**src/sv/slc_pkg.sv**
```systemverilog
package slc_pkg;

	localparam logic [7:0] CH_SLASH = 8'h2F;
	localparam logic [7:0] CH_STAR  = 8'h2A;
	localparam logic [7:0] CH_NL    = 8'h0A;
	localparam logic [7:0] CH_SP    = 8'h20;
	localparam logic [7:0] CH_TAB   = 8'h09;

	localparam int OUT_WIDTH = 32;

	typedef enum logic [1:0] {
		HOLD_NONE  = 2'd0,
		HOLD_SLASH = 2'd1,
		HOLD_STAR  = 2'd2
	} hold_t;

	typedef enum logic [1:0] {
		ST_CODE    = 2'd0,
		ST_COMMENT = 2'd1,
		ST_QUIET   = 2'd2
	} line_state_t;

	// Count events raised by one byte; bit 0 is the code-line counter.
	typedef struct packed {
		logic comments;
		logic comment_line;
		logic blank_line;
		logic code_line;
	} bump_t;

	localparam int IX_CODE     = 0;
	localparam int IX_BLANK    = 1;
	localparam int IX_CMLINE   = 2;
	localparam int IX_COMMENTS = 3;

	typedef struct packed {
		logic [7:0] text_byte;
		logic       end_of_file;
	} text_item_t;

	typedef struct packed {
		logic [OUT_WIDTH-1:0] code_lines;
		logic [OUT_WIDTH-1:0] blank_lines;
		logic [OUT_WIDTH-1:0] comment_lines;
		logic [OUT_WIDTH-1:0] comment_count;
		logic [OUT_WIDTH-1:0] total_code_lines;
		logic [OUT_WIDTH-1:0] total_blank_lines;
		logic [OUT_WIDTH-1:0] total_comment_lines;
		logic [OUT_WIDTH-1:0] total_comments;
	} count_item_t;

endpackage

```
**src/sv/slc_line_fsm.sv**
```systemverilog
module slc_line_fsm (
	input  logic               clk,
	input  logic               arst_n,
	input  logic               step,
	input  slc_pkg::text_item_t item,
	output slc_pkg::bump_t     bumps
);
	import slc_pkg::*;

	hold_t       hold_q, hold_n;
	line_state_t line_q, line_n;
	line_state_t prev_q, prev_n;
	logic        cac_q, cac_n;
	logic        fresh;

	always_ff @(posedge clk or negedge arst_n) begin
		if (!arst_n) begin
			hold_q <= HOLD_NONE;
			line_q <= ST_QUIET;
			prev_q <= ST_QUIET;
			cac_q  <= 1'b0;
		end else if (step) begin
			hold_q <= hold_n;
			line_q <= line_n;
			prev_q <= prev_n;
			cac_q  <= cac_n;
		end
	end

	always_comb begin
		hold_n = HOLD_NONE;
		line_n = line_q;
		prev_n = prev_q;
		cac_n  = cac_q;
		bumps  = '0;
		fresh  = 1'b0;

		if (item.end_of_file) begin
			// flush a held character as code
			if (hold_q != HOLD_NONE && line_n == ST_QUIET) begin
				prev_n = ST_QUIET;
				line_n = ST_CODE;
			end
		end else begin
			fresh = 1'b1;
			unique case (hold_q)
				HOLD_SLASH: begin
					if (item.text_byte == CH_STAR) begin
						prev_n = line_n;
						line_n = ST_COMMENT;
						fresh  = 1'b0;
					end else if (line_n == ST_QUIET) begin
						prev_n = ST_QUIET;
						line_n = ST_CODE;
					end
				end
				HOLD_STAR: begin
					if (item.text_byte == CH_SLASH) begin
						bumps.comments = 1'b1;
						if (prev_n == ST_CODE) begin
							cac_n = 1'b1;
						end
						prev_n = ST_COMMENT;
						line_n = ST_QUIET;
						fresh  = 1'b0;
					end else if (line_n == ST_QUIET) begin
						prev_n = ST_QUIET;
						line_n = ST_CODE;
					end
				end
				default: ;
			endcase

			if (fresh) begin
				case (item.text_byte) inside
					CH_NL: begin
						if (line_n == ST_CODE) begin
							bumps.code_line = 1'b1;
						end else if (line_n == ST_COMMENT) begin
							bumps.comment_line = 1'b1;
						end else if (prev_n == ST_COMMENT) begin
							if (cac_n) begin
								bumps.code_line = 1'b1;
							end else begin
								bumps.comment_line = 1'b1;
							end
						end else begin
							bumps.blank_line = 1'b1;
						end
						if (line_n != ST_COMMENT) begin
							prev_n = ST_QUIET;
							line_n = ST_QUIET;
						end
						cac_n = 1'b0;
					end
					CH_SLASH: hold_n = HOLD_SLASH;
					CH_STAR:  hold_n = HOLD_STAR;
					CH_SP, CH_TAB: ;
					default: begin
						if (line_n == ST_QUIET) begin
							prev_n = ST_QUIET;
							line_n = ST_CODE;
						end
					end
				endcase
			end
		end
	end

endmodule

```
**src/sv/source_line_classifier_core.sv**
```systemverilog
// Source line classifier.
// The text channel (text_valid, text_stall, text) moves one byte of source
// text, or an end-of-file marker, per transfer. Every byte updates the line
// state: spaces and tabs are skipped, slash-star and star-slash pairs open
// and close comments, and a newline classifies the finished line as code,
// comment or blank. An end-of-file transfer produces one transfer on the
// count channel (counts_valid, counts_stall, counts) with the per-file
// counts and the running totals, then clears the per-file counts.
// Throughput is one byte per cycle while no end-of-file marker waits. A byte
// goes through the input register, then updates the state and counters;
// the result of an end-of-file marker is held in an output register that
// drives counts. While that register holds a result that the receiver
// stalls, only a second end-of-file marker waits in the input register;
// text bytes keep flowing up to it and then wait behind it. Reset clears
// the line state, the held character, all counters and both valid flags.
// Counters are COUNT_WIDTH bits and saturate; count fields carry the low 32 bits.
module source_line_classifier_core #(
	parameter int COUNT_WIDTH = 32
) (
	input  logic                 clk,
	input  logic                 arst_n,
	input  logic                 text_valid,
	output logic                 text_stall,
	input  slc_pkg::text_item_t  text,
	output logic                 counts_valid,
	input  logic                 counts_stall,
	output slc_pkg::count_item_t counts
);
	import slc_pkg::*;

	localparam int NCNT = 4;

	logic                   valid_s1;
	text_item_t             item_s1;
	logic                   advance;
	logic                   step;
	bump_t                  bumps;
	logic [NCNT-1:0]        bump_vec;
	logic [COUNT_WIDTH-1:0] file_q  [NCNT];
	logic [COUNT_WIDTH-1:0] total_q [NCNT];
	logic [COUNT_WIDTH-1:0] total_n [NCNT];
	logic                   res_valid_q;
	count_item_t            res_q;

	function automatic logic [COUNT_WIDTH-1:0] sat_add(
		input logic [COUNT_WIDTH-1:0] a,
		input logic [COUNT_WIDTH-1:0] b
	);
		logic [COUNT_WIDTH:0] sum;
		sum = {1'b0, a} + {1'b0, b};
		return sum[COUNT_WIDTH] ? '1 : sum[COUNT_WIDTH-1:0];
	endfunction

	function automatic logic [OUT_WIDTH-1:0] to_out(input logic [COUNT_WIDTH-1:0] v);
		logic [63:0] ext;
		ext = 64'(v);
		return ext[OUT_WIDTH-1:0];
	endfunction

	// An end-of-file item needs an output register that is free or being taken; a byte in the input register never waits.
	assign advance    = valid_s1 && (!item_s1.end_of_file || !res_valid_q || !counts_stall);
	assign step       = advance;
	assign text_stall = valid_s1 && !advance;

	// Input register: load whenever the stage is not held.
	always_ff @(posedge clk or negedge arst_n) begin
		if (!arst_n) begin
			valid_s1 <= 1'b0;
		end else if (!text_stall) begin
			valid_s1 <= text_valid;
		end
	end

	always_ff @(posedge clk) begin
		if (!text_stall) begin
			item_s1 <= text;
		end
	end

	slc_line_fsm u_fsm (
		.clk    (clk),
		.arst_n (arst_n),
		.step   (step),
		.item   (item_s1),
		.bumps  (bumps)
	);

	assign bump_vec = bumps;

	always_comb begin
		for (int i = 0; i < NCNT; i++) begin
			total_n[i] = sat_add(total_q[i], file_q[i]);
		end
	end

	// Per-file counters and running totals.
	always_ff @(posedge clk or negedge arst_n) begin
		if (!arst_n) begin
			for (int i = 0; i < NCNT; i++) begin
				file_q[i]  <= '0;
				total_q[i] <= '0;
			end
		end else if (step) begin
			if (item_s1.end_of_file) begin
				// fold into totals, then drop the per-file counts
				for (int i = 0; i < NCNT; i++) begin
					total_q[i] <= total_n[i];
					file_q[i]  <= '0;
				end
			end else begin
				for (int i = 0; i < NCNT; i++) begin
					if (bump_vec[i] && file_q[i] != '1) begin
						file_q[i] <= file_q[i] + 1'b1;
					end
				end
			end
		end
	end

	// Output register: hold the result until the receiver takes it.
	always_ff @(posedge clk or negedge arst_n) begin
		if (!arst_n) begin
			res_valid_q <= 1'b0;
		end else if (step && item_s1.end_of_file) begin
			res_valid_q <= 1'b1;
		end else if (!counts_stall) begin
			res_valid_q <= 1'b0;
		end
	end

	always_ff @(posedge clk) begin
		if (step && item_s1.end_of_file) begin
			res_q.code_lines          <= to_out(file_q[IX_CODE]);
			res_q.blank_lines         <= to_out(file_q[IX_BLANK]);
			res_q.comment_lines       <= to_out(file_q[IX_CMLINE]);
			res_q.comment_count       <= to_out(file_q[IX_COMMENTS]);
			res_q.total_code_lines    <= to_out(total_n[IX_CODE]);
			res_q.total_blank_lines   <= to_out(total_n[IX_BLANK]);
			res_q.total_comment_lines <= to_out(total_n[IX_CMLINE]);
			res_q.total_comments      <= to_out(total_n[IX_COMMENTS]);
		end
	end

	assign counts_valid = res_valid_q;
	assign counts       = res_q;

endmodule

```
**config.mk**
```make
export PLATFORM = sky130hd
export DESIGN_NAME = source_line_classifier_core
export DESIGN_NICKNAME = d
export VERILOG_FILES = /design/src/sv/slc_pkg.sv /design/src/sv/slc_line_fsm.sv /design/src/sv/source_line_classifier_core.sv
export SDC_FILE = /design/constraint.sdc
export NUM_CORES = 1
export LEC_CHECK = 0
export BUFFER_PORTS_ARGS = -buffer_cell sky130_fd_sc_hd__buf_2
export CAP_MARGIN = 20
export CORE_UTILIZATION = 50
export CTS_CLUSTER_SIZE = 30
export DETAILED_ROUTE_END_ITERATION = 7
export PLACE_DENSITY = 0.72
export REMOVE_ABC_BUFFERS = 1
export SYNTH_ARGS = -nofsm -noshare
export SYNTH_HDL_FRONTEND = slang
export SYNTH_HIERARCHICAL = 1
export SYNTH_SLANG_ARGS = --single-unit
```
**constraint.sdc**
```tcl
create_clock -name clk -period 19.33 [get_ports clk]
set_input_delay 0.9665 -clock clk [delete_from_list [all_inputs] [get_ports clk]]
set_output_delay 0.9665 -clock clk [all_outputs]
set_load 0.005 [all_outputs]
```
# Word level (Yosys, flattened, before mapping)
# Cells that the tools add are included.
[op_classes]
reduce_logical = 29
n_shift = 0
mux = 68
eq_ne = 18
n_addsub = 8
n_lt_le_gt_ge = 0
n_div = 0
multipliers = 0
bitwise = 1
[op_table]
columns = ["cell", "n"]
rows = [
  ["two-way mux 32 bit", 8],
  ["adder 32 x 32 -> 33 bit", 4],
  ["adder 32 x 1 -> 32 bit (second input constant)", 4],
  ["two-way mux 128 bit", 1],
  ["!= test 32 bit (second input constant)", 4],
  ["two-way mux 2 bit", 33],
  ["equality test 8 x 6 -> 1 bit (second input constant)", 3],
  ["two-way mux 1 bit", 20],
  ["equality test 8 x 4 -> 1 bit (second input constant)", 2],
  ["AND reduction 2 bit", 7],
  ["nonzero test 2 bit", 5],
  ["logical AND 1 bit", 8],
  ["case mux 2 bit (2 select lines)", 2],
  ["equality test 2 x 1 -> 1 bit (second input constant)", 3],
  ["equality test 2 bit (second input constant)", 3],
  ["two-way mux 3 bit", 2],
  ["!= test 2 x 1 -> 1 bit (second input constant)", 3],
  ["logical NOT 1 bit", 4],
  ["logical NOT 2 bit", 2],
  ["two-way mux 4 bit", 1],
  ["logical OR 1 bit", 2],
  ["case mux 1 bit (2 select lines)", 1],
  ["OR reduction 2 bit", 1],
  ["inverter 1 bit", 1],
]
[totals]
input_bits = 13
rom_bits = 0
out_inout_bits = 258
memories = 0
wordCells = 148
ramBits = 0
reg_bits = 530
latchBits = 0

# Longest topological paths before layout
# Gate-level depths: netlist of the first run.
[depth]
ltp_word = 15
ltp_mapped = 17
ltp_nobuf = 16

# Modules after synthesis
# The synthesis of the first run kept the hierarchy.
[modules_own_cells]
columns = ["module", "instances", "cells_each", "area_each_um2", "seq_area_each_um2"]
rows = [
  ["source_line_classifier_core", 1, 2438, 26227.7, 14413.8],
  ["slc_line_fsm", 1, 103, 822.0, 177.7],
]

# Worst setup path after synthesis of the first run
# OpenSTA, ideal clock, no wires.
[synth_path]
path_kind = "input port to flip-flop"
start = "input counts_stall"
end = "register res_q (netlist bit counts[0]) (enable)"
required_ns = 18.609
setup_time_ns = 0.721
arrival_time_ns = 9.304
slack_ns = 9.306
cell_stages = 8
cell_sequence = "nand3_1 nand2_1 clkinv_1 nand2_1 inv_1 clkbuf_1 clkbuf_1 clkbuf_1"
[synth_via]
elab_chain_len = 4
[synth_rtl]
columns = ["element", "line", "text"]
rows = [
  ["start, declared", "source_line_classifier_core.sv:26", "input logic counts_stall,"],
  ["logical NOT 1 bit", "--", ""],
  ["logical OR 1 bit", "source_line_classifier_core.sv:61", "assign advance = valid_s1 && (!item_s1.end_of_file || !res_valid_q || !counts_stall);"],
  ["logical AND 1 bit", "source_line_classifier_core.sv:61", ""],
  ["net advance", "source_line_classifier_core.sv:35", "logic advance;"],
  ["logical AND 1 bit", "source_line_classifier_core.sv:132", "if (step && item_s1.end_of_file) begin"],
  ["end, declared", "source_line_classifier_core.sv:43", "count_item_t res_q;"],
]
# The timed path passes the listed nets, and every way through them passes these cells.
# A chain may end at the register's enable or synchronous reset.

# Worst setup path in the final report of the first run
[layout_path]
start = "register item_s1[0] (netlist bit)"
end = "register total_q[98] (netlist bit)"
[layout_via]
elab_chain_len = 5
[layout_rtl]
columns = ["element", "line", "text"]
rows = [
  ["start, declared", "source_line_classifier_core.sv:34", "text_item_t item_s1;"],
  ["start signal, assigned", "source_line_classifier_core.sv:76", "item_s1 <= text;"],
  ["logical NOT 1 bit", "source_line_classifier_core.sv:61", ""],
  ["logical OR 1 bit (2 in a row)", "source_line_classifier_core.sv:61", ""],
  ["logical AND 1 bit", "source_line_classifier_core.sv:61", ""],
  ["net advance", "source_line_classifier_core.sv:35", ""],
  ["AND reduction 2 bit (no line)", "--", ""],
  ["end signal, assigned by index", "source_line_classifier_core.sv:107", "total_q[i] <= total_n[i];"],
  ["end, declared", "source_line_classifier_core.sv:40", "logic [COUNT_WIDTH-1:0] total_q [NCNT];"],
]
# The timed path passes the listed nets, and every way through them passes these cells.

==> run summary, run 1 <==
Die footprint - 0.0550 sq mm
Most numerous cell in the Yosys netlist - nor2_1
Required time of the critical path - 19.81 ns
Clk slew on worst S/H paths - 0.06 ns
Cell variety after synth - 82
Endpoints failing setup - 0
Slew @ Worst Pin - 1.20 ns
Synthesis-stage register bit count - 530
Clock share of power - 35.0%
Int Power - 2.18 mW
Tcrit/Tclk final - 30.1%
Mean Syn Cell Area - 10.6 sq um
Total core area - 0.0530 sq mm
Critical Setup Path Class - reg -> reg
Post-synth top area share - 29.4%
Reg2reg path depth - 9
Yosys warning total - 6
Hold Fails Final Rpt - 0
Row count - 84
Drt wl/cell - 18.3 um
Flop pwr share - 45.5%
Critical R2R Launch - item_s1[0]$_DFFE_PN_
Most frequent cells after synthesis - nor2_1, nand2_1, edfxtp_1
Combinational power share - 19.5%
Share of cells above drive strength 1 - 15.0%
HPWL Detailed - 44600 um
Worst slew margin - 19.8%
Tightest Hold Check Type - in -> async
DP Worst Slack - 13.24 ns
Yosys top cell by area - edfxtp_1
Setup Skew - 0.0181 ns
Final wirelength - 64200 um
Register area share after synthesis - 53.9%
Post-synth EDFFs - 265
Worst skew pair latency - 0.61 ns
Initial Util - 51.1%
Pwr dens - 99.0 mW/mm^2
Longest Clk Path Bufs - 3
Max-Cap Viols - 0
CTS sink count - 530
Synthesized instance count - 2541
Flop2flop setup slack - 13.50 ns
Routed vias - 20400
Setup TNS - 0 ns
Routed Antenna Nets - 0
CTS tree - done
Status - finished, final reports clean
Drt drc - 0
IO buf count - 270
Die width - 235 um
Largest net degree at the start of global routing - 216
Die Span Y - 235 um
CTS Hold Bufs - 0
Switching Power - 873 uW
Global route total overflow - 0
Mapped Area - 0.0270 sq mm
Synth area leaders - edfxtp_1, dfrtp_1, ha_1
CTS buffer count - 56
First-pass GRT wire length - 102000 um
Initial antenna violation count - 3
Initial drt markers - 1527
Drt pass-1 iters - 6
Routability Congestion - 0.883
Synth Flop Type - edfxtp_1
R2r endpoint - total_q[98]$_DFFE_PN0P_
GR Util All Layers - 23.2%
VDD IR-drop max - 0.0000638 V
CTS resizes - 0
Final net count - 2932
Vias per inst - 5.80
CP max FO - 215
Post CTS Setup Buffer Count - 0
RSZ-0062 raised after global routing - false
Critical Path Start Type - register
Sw Share - 28.6%
Layout area overhead - 13.9%
Clk root buf - clkbuf_16
Fmax - 0.172 GHz
Critical Path End Type - register
Vias in the first global route - 19500
Min cycle time layout - 5.83 ns
Max-slew violation count - 0
Async SR Flop Fraction - 50.0%
# IOs - 271
Leakage - 13.2 nW
H-tree Lvls - 2
Crit path DAT - 6.31 ns
Worst setup margin - 13.50 ns
==> sequential cells by signal (all words and copies together), names as in the netlist <==
signal / cells
counts_valid: 1
u_fsm/hold_q: 2
file_q: 128
u_fsm/prev_q: 2
u_fsm/line_q: 2
u_fsm/cac_q: 1
counts: 256
item_s1: 9
total_q: 128
valid_s1: 1
==> critical path, cell delays in order, from the launching register on <==
cell,delay (ns)
edfxtp_1,0.66
nand3_1,0.16
nand2_1,0.23
clkinv_1,0.30
nand2_1,0.40
inv_8,0.71
buf_12,0.63
buf_4,0.78
buf_4,0.86
mux2_2,0.43
==> cells in the final DEF (no fill, tap or decap), types with 15 or more instances in the layout <==
| cell | count |
|---|---|
| nor2_1 | 290 |
| nand2_1 | 274 |
| buf_2 | 269 |
| edfxtp_1 | 265 |
| dfrtp_1 | 263 |
| a21oi_1 | 135 |
| ha_1 | 135 |
| a31oi_1 | 115 |
| xor2_1 | 111 |
| o21ai_0 | 105 |
| xnor2_1 | 93 |
| nand3_1 | 78 |
| a21o_1 | 63 |
| clkbuf_16 | 56 |
| nand4_1 | 51 |
| inv_1 | 51 |
| and3_1 | 37 |
| nor3_1 | 36 |
| or3_1 | 29 |
| mux2_2 | 24 |
| and2_1 | 23 |
| nand2b_1 | 21 |
| a211oi_1 | 19 |
| o21a_1 | 17 |
| clkbuf_1 | 16 |
| nor2b_1 | 15 |
==> power groups by stage <==
stage / sequential, mW / clock, mW / combinational, mW
2_1_floorplan: 1.42 / 0 / 0.435
3_3_place_gp: 1.41 / 0 / 0.571
3_5_place_dp: 1.41 / 0 / 0.588
4_1_cts: 1.39 / 1.10 / 0.591
5_1_grt: 1.40 / 1.13 / 0.670
6_report: 1.39 / 1.07 / 0.594
==> worst max-delay path by stage <==
stage                               from                      end  slack, ns  depth (start not counted)
finish              item_s1[0]$_DFFE_PN_  total_q[98]$_DFFE_PN0P_      13.50                          9
global placement            counts_stall   total_q[1]$_DFFE_PN0P_      13.43                         10
CTS                 item_s1[0]$_DFFE_PN_  total_q[98]$_DFFE_PN0P_      13.56                          9
detailed placement          counts_stall  total_q[98]$_DFFE_PN0P_      13.24                         10
floorplan                   counts_stall   file_q[94]$_DFFE_PN0P_       4.00                         10
global route        item_s1[0]$_DFFE_PN_   total_q[0]$_DFFE_PN0P_      13.08                          9
==> final cells by class <==
| cell class | count | area, sq um |
|---|---|---|
| Antenna cell | 3 | 7.51 |
| Clock buffer | 76 | 1520 |
| Clock inverter | 28 | 300 |
| Fill cell | 4478 | 22200 |
| Inverter | 53 | 206 |
| Multi-Input combinational cell | 1860 | 11900 |
| Sequential cell | 530 | 14600 |
| Tap cell | 688 | 861 |
| Timing Repair Buffer | 279 | 1450 |
==> layer usage <==
| layer | vias up | wire length (um) | track usage, % |
|---|---|---|---|
| met5 | - | 27 | 0 |
| met4 | 4 | 1830 | 8.43 |
| met3 | 115 | 3650 | 4.14 |
| met2 | 593 | 29700 | 36.1 |
| met1 | 9922 | 29000 | 32.5 |
| li1 | 9752 | - | - |
==> cells by family (layout without fill, tap and decap cells) <==
group / count (synthesis) / after routing / share of synthesized area [%]
compound gates: 579 / 579 / 13.9
other cells: 0 / 3 / 0
xor+xnor: 204 / 204 / 6.61
flops: 530 / 530 / 53.9
buf+inv: 151 / 436 / 2.21
simple gates: 907 / 907 / 15.5
mux: 31 / 31 / 1.26
fa+ha+maj: 139 / 139 / 6.54
==> per-stage QoR <==
| step | power, mW | hold slack [ns] | cells | area [sq um] | util (%) |
|---|---|---|---|---|---|
| finish | 3.05 | 0.371 | 3517 | 30800 | 58.2 |
| global route | 3.20 | 0.419 | 3514 | 30800 | 58.2 |
| CTS | 3.07 | 0.412 | 3514 | 30800 | 58.2 |
| detailed placement | 2.00 | 0.502 | 3410 | 29000 | 54.7 |
| global placement | 1.98 | 0.493 | 3410 | 29000 | 54.7 |
| floorplan | 1.85 | 0.467 | 2443 | 26700 | - |
(Power assumes the default switching activity.)
==> inputs of run 2 (changes only) <==
--- a/config.mk
+++ b/config.mk
@@ -10,7 +10,7 @@
 export CORE_UTILIZATION = 50
 export CTS_CLUSTER_SIZE = 30
 export DETAILED_ROUTE_END_ITERATION = 7
-export PLACE_DENSITY = 0.72
+export PLACE_DENSITY = 0.75
 export REMOVE_ABC_BUFFERS = 1
 export SYNTH_ARGS = -nofsm -noshare
 export SYNTH_HDL_FRONTEND = slang
==> constraint.sdc (replaced) <==
create_clock -name clk -period 4.8 [get_ports clk]
set_input_delay 0.24 -clock clk [delete_from_list [all_inputs] [get_ports clk]]
set_output_delay 0.24 -clock clk [all_outputs]
set_load 0.005 [all_outputs]
==> run summary, run 2 (same netlist as run 1, synthesis figures left out) <==
CTS buffer count - 57
CTS sink count - 530
Min cycle time layout - 4.08 ns
RSZ-0062 raised after global routing - false
Tightest Hold Check Type - in -> async
Required time of the critical path - 5.29 ns
Row count - 84
Critical R2R Launch - file_q[32]$_DFFE_PN0P_
Flop2flop setup slack - 0.72 ns
# IOs - 271
Leakage - 13.4 nW
Largest net degree at the start of global routing - 152
Critical Path End Type - register
Max-Cap Viols - 0
Routed Antenna Nets - 0
Crit path DAT - 4.56 ns
Routability Congestion - 0.916
Max FFs per register - 256
Layout area overhead - 15.4%
CTS resizes - 0
Critical Setup Path Class - reg -> reg
Slew @ Worst Pin - 0.919 ns
Die width - 235 um
CP max FO - 44
Drt pass-1 iters - 5
Hold Fails Final Rpt - 0
R2r endpoint - total_q[58]$_DFFE_PN0P_
Initial Util - 51.1%
H-tree Lvls - 2
Routed vias - 20500
Drt wl/cell - 18.4 um
Commonest non-fill, non-tap cell in the layout - nor2_1
Endpoints failing setup - 0
FILL cells - 4382
HPWL Detailed - 45600 um
Total core area - 0.0530 sq mm
Die footprint - 0.0550 sq mm
Fmax - 0.245 GHz
Final net count - 2957
Critical Path Start Type - register
Register area - 0.0146 sq mm
Setup TNS - 0 ns
Clk root buf - clkbuf_16
VDD IR-drop max - 0.000272 V
Pwr dens - 405 mW/mm^2
CTS tree - done
Share of cells above drive strength 1 - 15.7%
Max-slew violation count - 0
Drt drc - 0
GR Util All Layers - 23.6%
Status - finished, final reports clean
IO buf count - 270
Commonest non-fill, non-tap cells in the layout - nor2_1, nand2_1, buf_2
Initial antenna violation count - 1
Longest Clk Path Bufs - 3
Initial drt markers - 1538
Reg2reg path depth - 12
Final wirelength - 65300 um
Setup Skew - 0.0163 ns
Vias per inst - 5.78
Worst slew margin - 38.7%
Worst skew pair latency - 0.62 ns
Tcrit/Tclk final - 85.0%
Die Span Y - 235 um
First-pass GRT wire length - 104000 um
Global route total overflow - 0
Area of the multi-input gates - 0.0119 sq mm
Final total power - 12.6 mW
Clk slew on worst S/H paths - 0.06 ns
Vias in the first global route - 19900
[run 2: changes by cell type in the layout (fill, tap and decap cells not counted), moves of 2 or more]
cell | before | now
diode_2 | 3 | 1
clkbuf_16 | 56 | 59
clkbuf_1 | 16 | 5
buf_12 | 2 | 6
buf_4 | 7 | 15
clkinv_2 | 7 | 11
inv_6 | 2 | 4
dlygate4sd3_1 | 0 | 12
bufinv_16 | 5 | 7
clkbuf_8 | 4 | 7
[run 2: area by class of cell]
class | instances | area share (%)
Sequential cell | 530 | 46.7
Multi-Input combinational cell | 1860 | 38.0
Timing Repair Buffer | 303 | 5.49
Clock buffer | 71 | 5.10
Tap cell | 688 | 2.76
Clock inverter | 36 | 1.23
Inverter | 53 | 0.661
Antenna cell | 1 | 0.00801
[run 2: worst max path at each step]
stage                                 startpoint                 endpoint  slack [ns]  cells after the start
after floorplan             item_s1[0]$_DFFE_PN_   file_q[94]$_DFFE_PN0P_      -10.14                     10
after global placement    file_q[64]$_DFFE_PN0P_  total_q[93]$_DFFE_PN0P_        0.83                     12
after global routing      file_q[64]$_DFFE_PN0P_  total_q[87]$_DFFE_PN0P_        0.48                     12
after CTS                 file_q[64]$_DFFE_PN0P_  total_q[95]$_DFFE_PN0P_        0.77                     12
after detailed placement  file_q[64]$_DFFE_PN0P_  total_q[87]$_DFFE_PN0P_        0.79                     12
final                     file_q[32]$_DFFE_PN0P_  total_q[58]$_DFFE_PN0P_        0.72                     12
[run 2: timing repair]
item	in CTS	in global routing
hold buffers	12	0
endpoints found under the hold margin	119	0
setup buffers	0	0
[run 2: power by group]
part	switching, mW	leakage [nW]	internal [mW]
clock network	1.88	0.962	2.73
logic	1.50	6.67	0.946
registers	0.246	5.77	5.34
total	3.63	13.4	9.02
[run 2: routing by layer]
layer,global-route usage [%],wire length [um]
met1,32.5,29200
met2,38.2,30700
met3,3.98,3850
met4,7.20,1500
met5,0,0
[run 2: per-stage QoR]
step | util (%) | hold slack, ns | instance area, sq um | worst slack, ns | instances
CTS | 58.9 | 0.286 | 31200 | 0.774 | 3541
global route | 58.9 | 0.329 | 31200 | 0.484 | 3542
global placement | 55.0 | 0.354 | 29100 | 0.832 | 3422
floorplan | - | -0.0556 | 26700 | -10.14 | 2443
detailed placement | 55.0 | 0.370 | 29100 | 0.793 | 3422
finish | 58.9 | 0.238 | 31200 | 0.722 | 3542
[run 2: worst max-delay path: stages, from the launching register on]
cell and delay [ns]:
dfrtp_1 0.45, ha_1 0.27, fa_1 0.43, a211oi_1 0.39, o21ai_1 0.16, a41oi_2 0.30
o21ai_1 0.24, a211oi_2 0.34, nor2_1 0.16, a211oi_4 0.49, buf_12 0.28, nand3_1 0.13
mux2_2 0.28
==> inputs of run 3 (changes only) <==
==> constraint.sdc (replaced) <==
create_clock -name clk -period 3.35 [get_ports clk]
set_input_delay 0.1675 -clock clk [delete_from_list [all_inputs] [get_ports clk]]
set_output_delay 0.1675 -clock clk [all_outputs]
set_load 0.005 [all_outputs]
==> run summary, run 3 (same netlist as run 1, synthesis figures left out) <==
Status - finished, final reports clean
Drt drc - 0
Worst skew pair latency - 0.61 ns
Setup TNS - 0 ns
RSZ-0062 raised after global routing - true
Initial Util - 51.1%
Vias in the first global route - 20800
Die Span Y - 235 um
Flop pwr share - 44.7%
Total core area - 0.0530 sq mm
Max-Cap Viols - 0
Vias per inst - 5.78
First-pass GRT wire length - 108000 um
Leakage - 14.3 nW
Initial drt markers - 1713
Final total power - 18.0 mW
Final wirelength - 69500 um
Critical Path Start Type - register
Combinational power share - 20.1%
Routed Antenna Nets - 0
Routed vias - 21500
Crit path DAT - 3.64 ns
VDD IR-drop max - 0.000568 V
Global route total overflow - 0
Fmax - 0.304 GHz
Clk root buf - clkbuf_16
Pwr dens - 546 mW/mm^2
Slowest stage delay, CP - 0.41 ns
Die footprint - 0.0550 sq mm
Commonest non-fill, non-tap cell in the layout - nor2_1
IO buf count - 270
HPWL Detailed - 48800 um
Int Power - 12.7 mW
Layout area overhead - 21.5%
CP max FO - 7
H-tree Lvls - 2
Hold Fails Final Rpt - 0
Share of cells above drive strength 1 - 22.0%
Setup Skew - 0.0172 ns
Placed cells - 3584
Max FFs per register - 256
Slew @ Worst Pin - 0.904 ns
CTS buffer count - 56
Sw Share - 29.1%
Max-slew violation count - 0
Crit-path cells - ha_4 > fa_2 > a211oi_2 > o21bai_1 > o21ai_2 > o211ai_2 > a41oi_2 > o221ai_2 > a211oi_4 > buf_12 > clkbuf_16 > buf_4 > nand2_1
Critical Path End Type - register
Non-Filler Instances - 3723
Clk slew on worst S/H paths - 0.06 ns
# IOs - 271
Final core occ - 62.1%
Switching Power - 5.23 mW
Tcrit/Tclk final - 98.2%
Critical Setup Path Class - reg -> reg
Critical Path Slowest Stage Cell - dfrtp_1
Required time of the critical path - 3.70 ns
Longest Clk Path Bufs - 3
CP delay by family, top - compound AO/OA/AOI/OAI gates
Drt wl/cell - 18.7 um
Endpoints failing setup - 0
DP Worst Slack - -0.0682 ns
Die width - 235 um
Min cycle time layout - 3.29 ns
Worst setup margin - 0.0595 ns
Row count - 84
Initial antenna violation count - 8
Tightest Hold Check Type - in -> async
Largest net degree at the start of global routing - 165
Worst path bufs/invs - 3
CTS sink count - 530
Final net count - 3139
Clock share of power - 35.1%
CTS tree - done
Commonest non-fill, non-tap cells in the layout - nor2_1, nand2_1, buf_2
Routability Congestion - 0.959
GR Util All Layers - 24.6%
Drt pass-1 iters - 5
Worst slew margin - 39.7%
## run 3: cell types whose count changed in the layout (fill, tap and decap cells not counted), sizes merged
cell / change
diode: +3
clkbuf: -4
buf: +181
clkinv: +5
inv: -4
## run 3: what timing repair did
action,CTS,global route
hold endpoints to repair,104,0
pin swaps,5,25
gates cloned,0,2
hold buffers,12,0
gates resized for setup,8,55
endpoints found under the setup margin,66,240
setup buffers,0,19
## run 3: path summary, 6_finish.rpt
kind	start	slack, ns	end	cells after the start
max	total_q[96]$_DFFE_PN0P_	0.06	counts[105]$_DFFE_PP_	13
min in group clk	text[0]	0.31	item_s1[0]$_DFFE_PN_	2
max in group asynchronous	arst_n	2.15	file_q[22]$_DFFE_PN0P_	3
max reg2reg	total_q[96]$_DFFE_PN0P_	0.06	counts[105]$_DFFE_PP_	13
min reg2reg	total_q[64]$_DFFE_PN0P_	0.51	total_q[64]$_DFFE_PN0P_	1
min	arst_n	0.20	total_q[117]$_DFFE_PN0P_	2
## run 3: layout make-up
| type | instances | area [sq um] |
|---|---|---|
| well taps | 688 | 861 |
| repair buffers | 486 | 3240 |
| diodes | 4 | 10.0 |
| clock buffers | 65 | 1470 |
| clock inverters | 37 | 384 |
| fillers | 4212 | 20100 |
| multi-input cells | 1860 | 12100 |
| flip-flops and latches | 530 | 14600 |
| inverters | 53 | 206 |
## run 3: per-stage QoR
step	cell area [sq um]	hold slack, ns
3_3_place_gp	30400	0.296
4_1_cts	32400	0.221
3_5_place_dp	30400	0.304
2_1_floorplan	26700	-0.128
6_report	32900	0.203
5_1_grt	32900	0.295
## run 3: per-layer routing
layer / wire (um) / track usage [%]
met5: 35 / 0
met4: 2060 / 7.84
met3: 4570 / 4.75
met2: 32700 / 39.5
met1: 30100 / 33.7
## run 3: power by group through the flow
| stage | Sequential, mW | Clock (mW) | Combinational [mW] |
|---|---|---|---|
| 5_1_grt | 8.09 | 6.65 | 4.01 |
| 6_report | 8.03 | 6.31 | 3.62 |
| 3_5_place_dp | 8.13 | 0 | 3.51 |
| 2_1_floorplan | 8.17 | 0 | 2.51 |
| 3_3_place_gp | 8.11 | 0 | 3.38 |
| 4_1_cts | 8.02 | 6.42 | 3.55 |
